<file path="src/hw/rtl/mblq_pkg.sv">
// ----------------------------------------------------------------------------
// mblq_pkg
// Shared constants and types of the measure bucket list queue.
// ----------------------------------------------------------------------------
package mblq_pkg;

  localparam int POINT_COUNT_DEF    = 1024;
  localparam int MEASURE_LEVELS_DEF = 256;
  localparam int GROUP_SIZE         = 16;

  localparam logic KIND_ENTER  = 1'b0;
  localparam logic KIND_REMOVE = 1'b1;

  // per-state commands from controller to datapath
  typedef struct packed {
    logic latch;
    logic rd;
    logic upd;
    logic upd2;
    logic scan1;
    logic scan2;
    logic rdf;
  } cmd_t;

  typedef struct packed {
    logic need_upd2;
  } stat_t;

endpackage

</file>
<file path="src/hw/rtl/mblq_ctrl.sv">
// ----------------------------------------------------------------------------
// mblq_ctrl
// Sequencer: read, update links, scan open buckets, fetch head, report.
// ----------------------------------------------------------------------------
module mblq_ctrl (
  input  logic           clk,
  input  logic           rst_n,
  input  logic           start,
  input  mblq_pkg::stat_t stat,
  output mblq_pkg::cmd_t cmd,
  output logic           busy,
  output logic           out_valid
);

  localparam logic [2:0] S_IDLE  = 3'd0;
  localparam logic [2:0] S_RD    = 3'd1;
  localparam logic [2:0] S_UPD   = 3'd2;
  localparam logic [2:0] S_UPD2  = 3'd3;
  localparam logic [2:0] S_SCAN1 = 3'd4;
  localparam logic [2:0] S_SCAN2 = 3'd5;
  localparam logic [2:0] S_RDF   = 3'd6;
  localparam logic [2:0] S_OUT   = 3'd7;

  logic [2:0] state_r, state_nxt;

  always_comb begin
    state_nxt = state_r;
    unique case (state_r)
      S_IDLE:  if (start) state_nxt = S_RD;
      S_RD:    state_nxt = S_UPD;
      S_UPD:   state_nxt = stat.need_upd2 ? S_UPD2 : S_SCAN1;
      S_UPD2:  state_nxt = S_SCAN1;
      S_SCAN1: state_nxt = S_SCAN2;
      S_SCAN2: state_nxt = S_RDF;
      S_RDF:   state_nxt = S_OUT;
      S_OUT:   state_nxt = S_IDLE;
      default: state_nxt = S_IDLE;
    endcase
  end

  always_ff @(posedge clk) begin
    if (!rst_n) state_r <= S_IDLE;
    else        state_r <= state_nxt;
  end

  assign busy      = (state_r != S_IDLE);
  assign out_valid = (state_r == S_OUT);

  assign cmd.latch = (state_r == S_IDLE) && start;
  assign cmd.rd    = (state_r == S_RD);
  assign cmd.upd   = (state_r == S_UPD);
  assign cmd.upd2  = (state_r == S_UPD2);
  assign cmd.scan1 = (state_r == S_SCAN1);
  assign cmd.scan2 = (state_r == S_SCAN2);
  assign cmd.rdf   = (state_r == S_RDF);

endmodule

</file>
<file path="config.mk">
export PLATFORM = sky130hd
export DESIGN_NAME = mblq_ctrl
export DESIGN_NICKNAME = d
export VERILOG_FILES = /design/src/hw/rtl/mblq_pkg.sv /design/src/hw/rtl/mblq_ctrl.sv
export SDC_FILE = /design/constraint.sdc
export NUM_CORES = 1
export LEC_CHECK = 0
export BUFFER_PORTS_ARGS = -buffer_cell sky130_fd_sc_hd__buf_4
export CAP_MARGIN = 15
export CORE_AREA = 2 2 39 41
export DETAILED_ROUTE_END_ITERATION = 16
export DIE_AREA = 0 0 41 43
export GPL_TIMING_DRIVEN = 0
export SLEW_MARGIN = 5
export SYNTH_ARGS = -nofsm -noshare
export SYNTH_HDL_FRONTEND = slang
export SYNTH_SLANG_ARGS = --single-unit
</file>
<file path="constraint.sdc">
create_clock -name clk -period 0.83 [get_ports clk]
set_input_delay 0.083 -clock clk [delete_from_list [all_inputs] [get_ports clk]]
set_output_delay 0.083 -clock clk [all_outputs]
set_load 0.02 [all_outputs]
</file>
Yosys cells after proc, flatten, opt, wreduce, memory -nomap -nowiden
Cells that the tools add are included.
Widths: inputs -> output; s select.
- add/subtract/negate cells: 0
- multiply operators: 0
- divide/modulo/power cells: 0
- magnitude comparators: 0
- eq/ne operators: 8
- shifts and indexed selects: 0
- muxes and demuxes: 3
- bitwise logic cells: 0
- reduce and logical (&&, ||, !) cells: 3
- operators with widths (cell ; count):
    $pmux 3 s8 ; 1
    $eq 3x3->1 const B ; 4
    $eq 3x2->1 const B ; 2
    $mux 3 ; 2
    $eq 3x1->1 const B ; 1
    $logic_not 3->1 ; 1
    $reduce_bool 3->1 ; 1
    $ne 2x2->1 const B ; 1
    $logic_and 1x1->1 ; 1
- flip-flop bits (word level): 3
- latch bits: 0
- bits in writable memories: 0
- ROM bits: 0
- output and inout port bits: 9
- word-level logic and storage cells: 15
- memories kept: 0

Depth between registers and ports, before layout
Gate-level depths: netlist of run 1.
- depth in word-level cells: 2
- gate-level depth with buffers: 3
- depth with buffers taken out: 3

Worst setup path after synthesis of run 1
OpenSTA, ideal clock, no wires.
- path kind: flip-flop to output port
- start: reg state_r[1]
- end: out cmd[6] (netlist bit)
- arrival time: 1.060 ns
- data required time: 0.747 ns
- setup slack: -0.313 ns
- stages on the path, launching flop included: 3
- path buffers: 0
- path through: dfxtp_1 -> or3_4 -> nor2_1
- RTL lines (item ; RTL line ; text):
    start: declaration ; mblq_ctrl.sv:24 ; logic [2:0] state_r, state_nxt;
    start signal: assignment ; mblq_ctrl.sv:43 ; else state_r <= state_nxt;
    end: declaration ; mblq_ctrl.sv:10 ; output mblq_pkg::cmd_t cmd,

==> summary.txt, run 1 <==
Outcome
  • Status: complete, but fails checks
  • Failing checks: negative setup slack

Power and ir drop
  • PD cells: 1460 mW/mm^2
  • Leakage Power: about 0.21 nW
  • Maximum VDD drop: 0.443 mV

Global route
  • Number of global-route vias before repair: ~220
  • Initial antenna violation count: 0
  • First-pass GRT wire length: 897 um
  • Tot GR Track Use: 0.0822
  • Total grt overflow: 0
  • Largest net degree at the start of global routing: 8

CTS
  • H-tree lvl count: 1
  • Post-CTS Hold Fix Bufs: 0
  • Cts bufs inserted: 3
  • Clock slew at reported path FFs: 40 ps
  • Root Buffer Master: clkbuf_4
  • # clock sinks: 3
  • Max Root-Sink Buffers: 2
  • Worst-Skew Late Latency: 230 ps
  • CTS tree: built

Synth
  • Mean Syn Cell Area: between 7 and 8 sq um
  • Syn Inst Count: 25
  • Cell taking the most area after synthesis: dfxtp_1
  • Yosys top cell area share: 0.320
  • Syn Nets: 29
  • Sequential share of the synthesized area: 0.320
  • Synth Warn #: 0
  • Yosys reg bits: 3
  • Top cells by area, synth: dfxtp_1, nor2_1, and2_1
  • Yosys cell types: 15
  • Cell Area, Synth: about 190 sq um

Timing
  • Final hold vios: 0
  • Final min period: 1250 ps
  • Pins Over Slew Limit: 0
  • FMAX: between 700 and 800 MHz
  • RSZ-0062 raised after global routing: true
  • Relative slew slack: 0.856
  • Clk_skew: 0.510 ps
  • Final setup margin: -422 ps
  • Final Setup Violations: 11
  • Fin crit share: 1.51
  • Worst-Margin Slew: around 220 ps

Final layout
  • Number of diodes: 0
  • Top Registers: state_r: 3 flops
  • Area Overhead vs Synth: 144%
  • Post-Layout Cell Count: 61
  • Largest register FFs: 3
  • Largest Register: state_r
  • Layout Nets: 50
  • Layout cells sized above 1: 0.822
  • Filler Cells Inserted: 151
  • Final instance area: 458 sq um

Floorplanning
  • Core area: 0.00138 sq mm
  • Initial Util: 0.136
  • Num rows: 14
  • Chip width: 41 um
  • DIE HEIGHT: 43 um
  • I/O pin count: 13
  • Die area: about 0.0018 sq mm

Placed design
  • Post-DP HPWL: slightly below 400 um
  • Port bufs: 12
  • Placed Cells: 53
  • Area post-placement: 344 sq um
  • Placer Congestion: 0.691

Worst setup path
  • Crit path max fanout: 5
  • Crit path kind: reg -> out
  • CP required: 750 ps
  • Type of origin of the critical path: flop
  • Crit path DAT: 1170 ps
  • CP Capture Type: output port

Routing
  • Routed length per instance: 9.43 um
  • DRC Markers: 0
  • Vias: around 250
  • Antenna Violating Nets Remaining: 0
  • DR pass1 iterations: 1
  • Final WL: 575 um
  • Vias per cell: 4.03
  • Drt first-iter violations: 0

Min path
  • Type of the most critical hold path: in -> reg

Flow run
  • Max Cap Violations: 0
[path summary, 6_finish.rpt]
kind | from | end | slack (ps) | cells past startpoint
hold / removal | rst_n | state_r[0] | 100 | 3
setup / recovery | state_r[1] | cmd[6] | -420 | 3
setup reg to reg | state_r[0] | state_r[2] | -110 | 4
hold reg to reg | state_r[2] | state_r[2] | 590 | 2
[metal layers]
metal	global-route usage	vias to the layer above	routed length [um]
met3	0.0628	2	50
li1	-	124	-
met4	0.0600	0	8
met1	0.0767	110	216
met5	0	-	0
met2	0.116	10	299
[critical path: stages (launching register included)]
cell and delay [ps]:
dfxtp_4 350, or3_4 380, nor2_4 90, buf_6 110
[cell type report]
cell class,instances,area [sq um],area share
multi-input combinational,20,186,0.407
sequential,3,71.3,0.156
timing repair buffer,16,146,0.320
clock buffer,4,26.3,0.0574
inverter,2,7.51,0.0164
tap,16,20.0,0.0437
[metrics by stage]
| stage | setup TNS [ps] | setup slack, ps | power, mW | hold slack [ps] | utilization |
|---|---|---|---|---|---|
| 2_1_floorplan | -372 | -171 | 0.298 | 205 | - |
| 5_1_grt | -3850 | -463 | 0.716 | 113 | 0.331 |
| 3_5_place_dp | -1230 | -210 | 0.364 | 346 | 0.249 |
| 3_3_place_gp | -1150 | -209 | 0.362 | 339 | 0.249 |
| 6_report | -3360 | -422 | 0.670 | 101 | 0.331 |
| 4_1_cts | -3290 | -442 | 0.655 | 92.8 | 0.300 |
[cells by family after synthesis]
family | share of synthesized area
AOI/OAI and AO/OA | 0.120
buffers and inverters | 0.0400
DFF | 0.320
muxes | 0.0533
and+or+nand+nor | 0.467
[timing repair]
action | in CTS | in global routing
setup buffers | 3 | 1
hold endpoints to repair | 0 | 0
pin swaps | 5 | 4
resized for setup | 7 | 8
endpoints found under the setup margin | 10 | 12
[cells in the final DEF (no fill, tap or decap), drive strengths merged]
cell and n:
buf 16, nor2 5, clkbuf 4, dfxtp 3, and2 2, inv 2
nand2b 2, a21oi 2, or2b 1, and2b 1, nor3 1, nand2 1
or3 1, nor3b 1, o21ai 1, a21boi 1, mux2i 1
[report_power, final]
group          switching [mW]  internal [mW]  leakage, nW
clock network          0.0795          0.180       0.0150
registers              0.0173          0.155       0.0267
logic                   0.112          0.126        0.167
total                   0.209          0.461        0.209
[synthesized netlist by cell type]
library cell  number
and2_1             2
a21boi_1           1
o21ai_0            1
nor3b_1            1
dfxtp_1            3
or2b_1             1
nor3_1             1
or3_4              1
and2b_2            1
nand2b_1           2
a21oi_1            2
nor2_1             5
nand2_1            1
inv_1              2
mux2i_1            1
No activity file was read; power rests on OpenSTA's default activity.
==> run 2, diff against run 1 <==
--- a/config.mk
+++ b/config.mk
@@ -11,6 +11,7 @@
 export DETAILED_ROUTE_END_ITERATION = 16
 export DIE_AREA = 0 0 41 43
 export GPL_TIMING_DRIVEN = 0
+export SKIP_CTS_REPAIR_TIMING = 1
 export SLEW_MARGIN = 5
 export SYNTH_ARGS = -nofsm -noshare
 export SYNTH_HDL_FRONTEND = slang
==> run 2 against run 1 <==
The run still ends with negative setup slack left. Setup slack got worse by 20 ps. Global-route usage down 0.99 points. Die area unchanged. Fmax fell by 1.6%. Utilization fell by 0.36 points. Sequential power is 2% higher. Register-to-register slack improved by 50 ps. Final cell count unchanged. First-iteration DRC count up 2. Power grew 0.22%. Wire length decreased by 0.35%. Non-clock buffer count is the same. Largest cell class unchanged.
==> summary.txt, run 2 (synthesized netlist as in run 1, its figures left out) <==
Outcome
  • Status: complete, but fails checks
  • Failing checks: negative setup slack

CTS
  • Root Buffer Master: clkbuf_4
  • H-tree lvl count: 1
  • Clock slew at reported path FFs: 40 ps
  • Cts bufs inserted: 3
  • # clock sinks: 3
  • Worst-Skew Late Latency: 230 ps
  • CTS tree: built
  • Max Root-Sink Buffers: 2

Worst setup path
  • CP required: approximately 750 ps
  • Crit path kind: reg -> out
  • CP Capture Type: output port
  • Crit path max fanout: 6
  • Type of origin of the critical path: flop
  • Crit path DAT: 1190 ps
  • Flop-to-flop setup slack: -60 ps

Timing
  • Final setup margin: -442 ps
  • Relative slew slack: 0.855
  • Final Setup Violations: 11
  • Clk_skew: 1.43 ps
  • Pins Over Slew Limit: 0
  • Final min period: 1270 ps
  • Fin crit share: 1.53
  • RSZ-0062 raised after global routing: true
  • Worst-Margin Slew: 218 ps
  • Hold WS: roughly 99 ps
  • Final hold vios: 0
  • FMAX: slightly below 800 MHz

Floorplanning
  • DIE HEIGHT: 43 um
  • Chip width: slightly above 40 um
  • Die area: roughly 0.0018 sq mm
  • Core area: 0.00138 sq mm
  • Num rows: 14
  • Initial Util: 0.136
  • I/O pin count: 13

Final layout
  • Largest register FFs: 3
  • Layout cells sized above 1: 0.822
  • Core Util, Final: 0.327
  • Number of diodes: 0
  • Most common cell after layout, fill and taps aside: buf_4
  • Most frequent cells in the layout: buf_4, buf_6, nor2_4
  • Layout Nets: 50
  • Filler Cells Inserted: 154
  • Largest Register: state_r
  • Top Registers: state_r: 3 flops
  • Area Overhead vs Synth: 141%

Power and ir drop
  • Reg power frac: 0.262
  • Clock power frac: 0.389
  • PD cells: between 1000 and 1500 mW/mm^2
  • Comb power frac: 0.349
  • Switching Fraction: 0.313
  • Tot Pwr: 0.671 mW
  • Maximum VDD drop: about 0.42 mV
  • Leakage Power: 0.198 nW
  • P_int: roughly 0.46 mW
  • NetSw: 0.210 mW

Routing
  • DR pass1 iterations: 4
  • Vias: between 200 and 300
  • Drt first-iter violations: 2
  • DRC Markers: 0
  • Antenna Violating Nets Remaining: 0
  • Vias per cell: 4.10
  • Final WL: 573 um
  • Routed length per instance: 9.39 um

Global route
  • Total grt overflow: 0
  • First-pass GRT wire length: 779 um
  • Largest net degree at the start of global routing: 8
  • Tot GR Track Use: 0.0722
  • Initial antenna violation count: 0
  • Number of global-route vias before repair: 191

Flow run
  • Max Cap Violations: 0

Placed design
  • Post-DP HPWL: 398 um
  • Port bufs: 12
  • Placer Congestion: 0.691

Min path
  • Type of the most critical hold path: in -> reg
-- run 2: routing by layer --
layer	routed length [um]	up-vias	global-route usage
met1	202	114	0.0737
li1	-	124	-
met2	312	10	0.0875
met5	0	-	0
met4	8	0	0.0600
met3	49	2	0.0628
-- run 2: worst paths after layout --
path | from | to | depth (start not counted)
worst max-delay path | state_r[1] | cmd[6] | 3
worst min-delay path | rst_n | state_r[0] | 3
worst max register to register | state_r[0] | state_r[1] | 2
worst min register to register | state_r[2] | state_r[2] | 2
-- run 2: cell type report --
cell class / count / area (sq um) / share of cell area
repair buffers: 16 / 139 / 0.307
well taps: 16 / 20.0 / 0.0442
multi-input cells: 20 / 189 / 0.417
inverters: 2 / 7.51 / 0.0166
clock buffers: 4 / 26.3 / 0.0580
flip-flops and latches: 3 / 71.3 / 0.157
-- run 2: power groups by stage --
stage / combinational [mW] / sequential [mW] / clock (mW)
final: 0.234 / 0.176 / 0.261
after global routing: 0.252 / 0.178 / 0.282
after CTS: 0.180 / 0.183 / 0.272
after detailed placement: 0.179 / 0.185 / 0
after global placement: 0.178 / 0.184 / 0
after floorplan: 0.119 / 0.179 / 0
-- run 2: critical path: stages (launching register included) --
cell and delay [ps]:
dfxtp_4 350, or3_4 400, nor2_4 90, buf_6 110
-- run 2: metrics by stage --
stage	setup slack, ps	area (sq um)	TNS (ps)	std cells
6_report	-442	453	-3280	61
3_3_place_gp	-209	344	-1150	53
5_1_grt	-477	453	-3720	61
3_5_place_dp	-210	344	-1230	53
4_1_cts	-466	370	-3550	57
2_1_floorplan	-171	234	-372	25
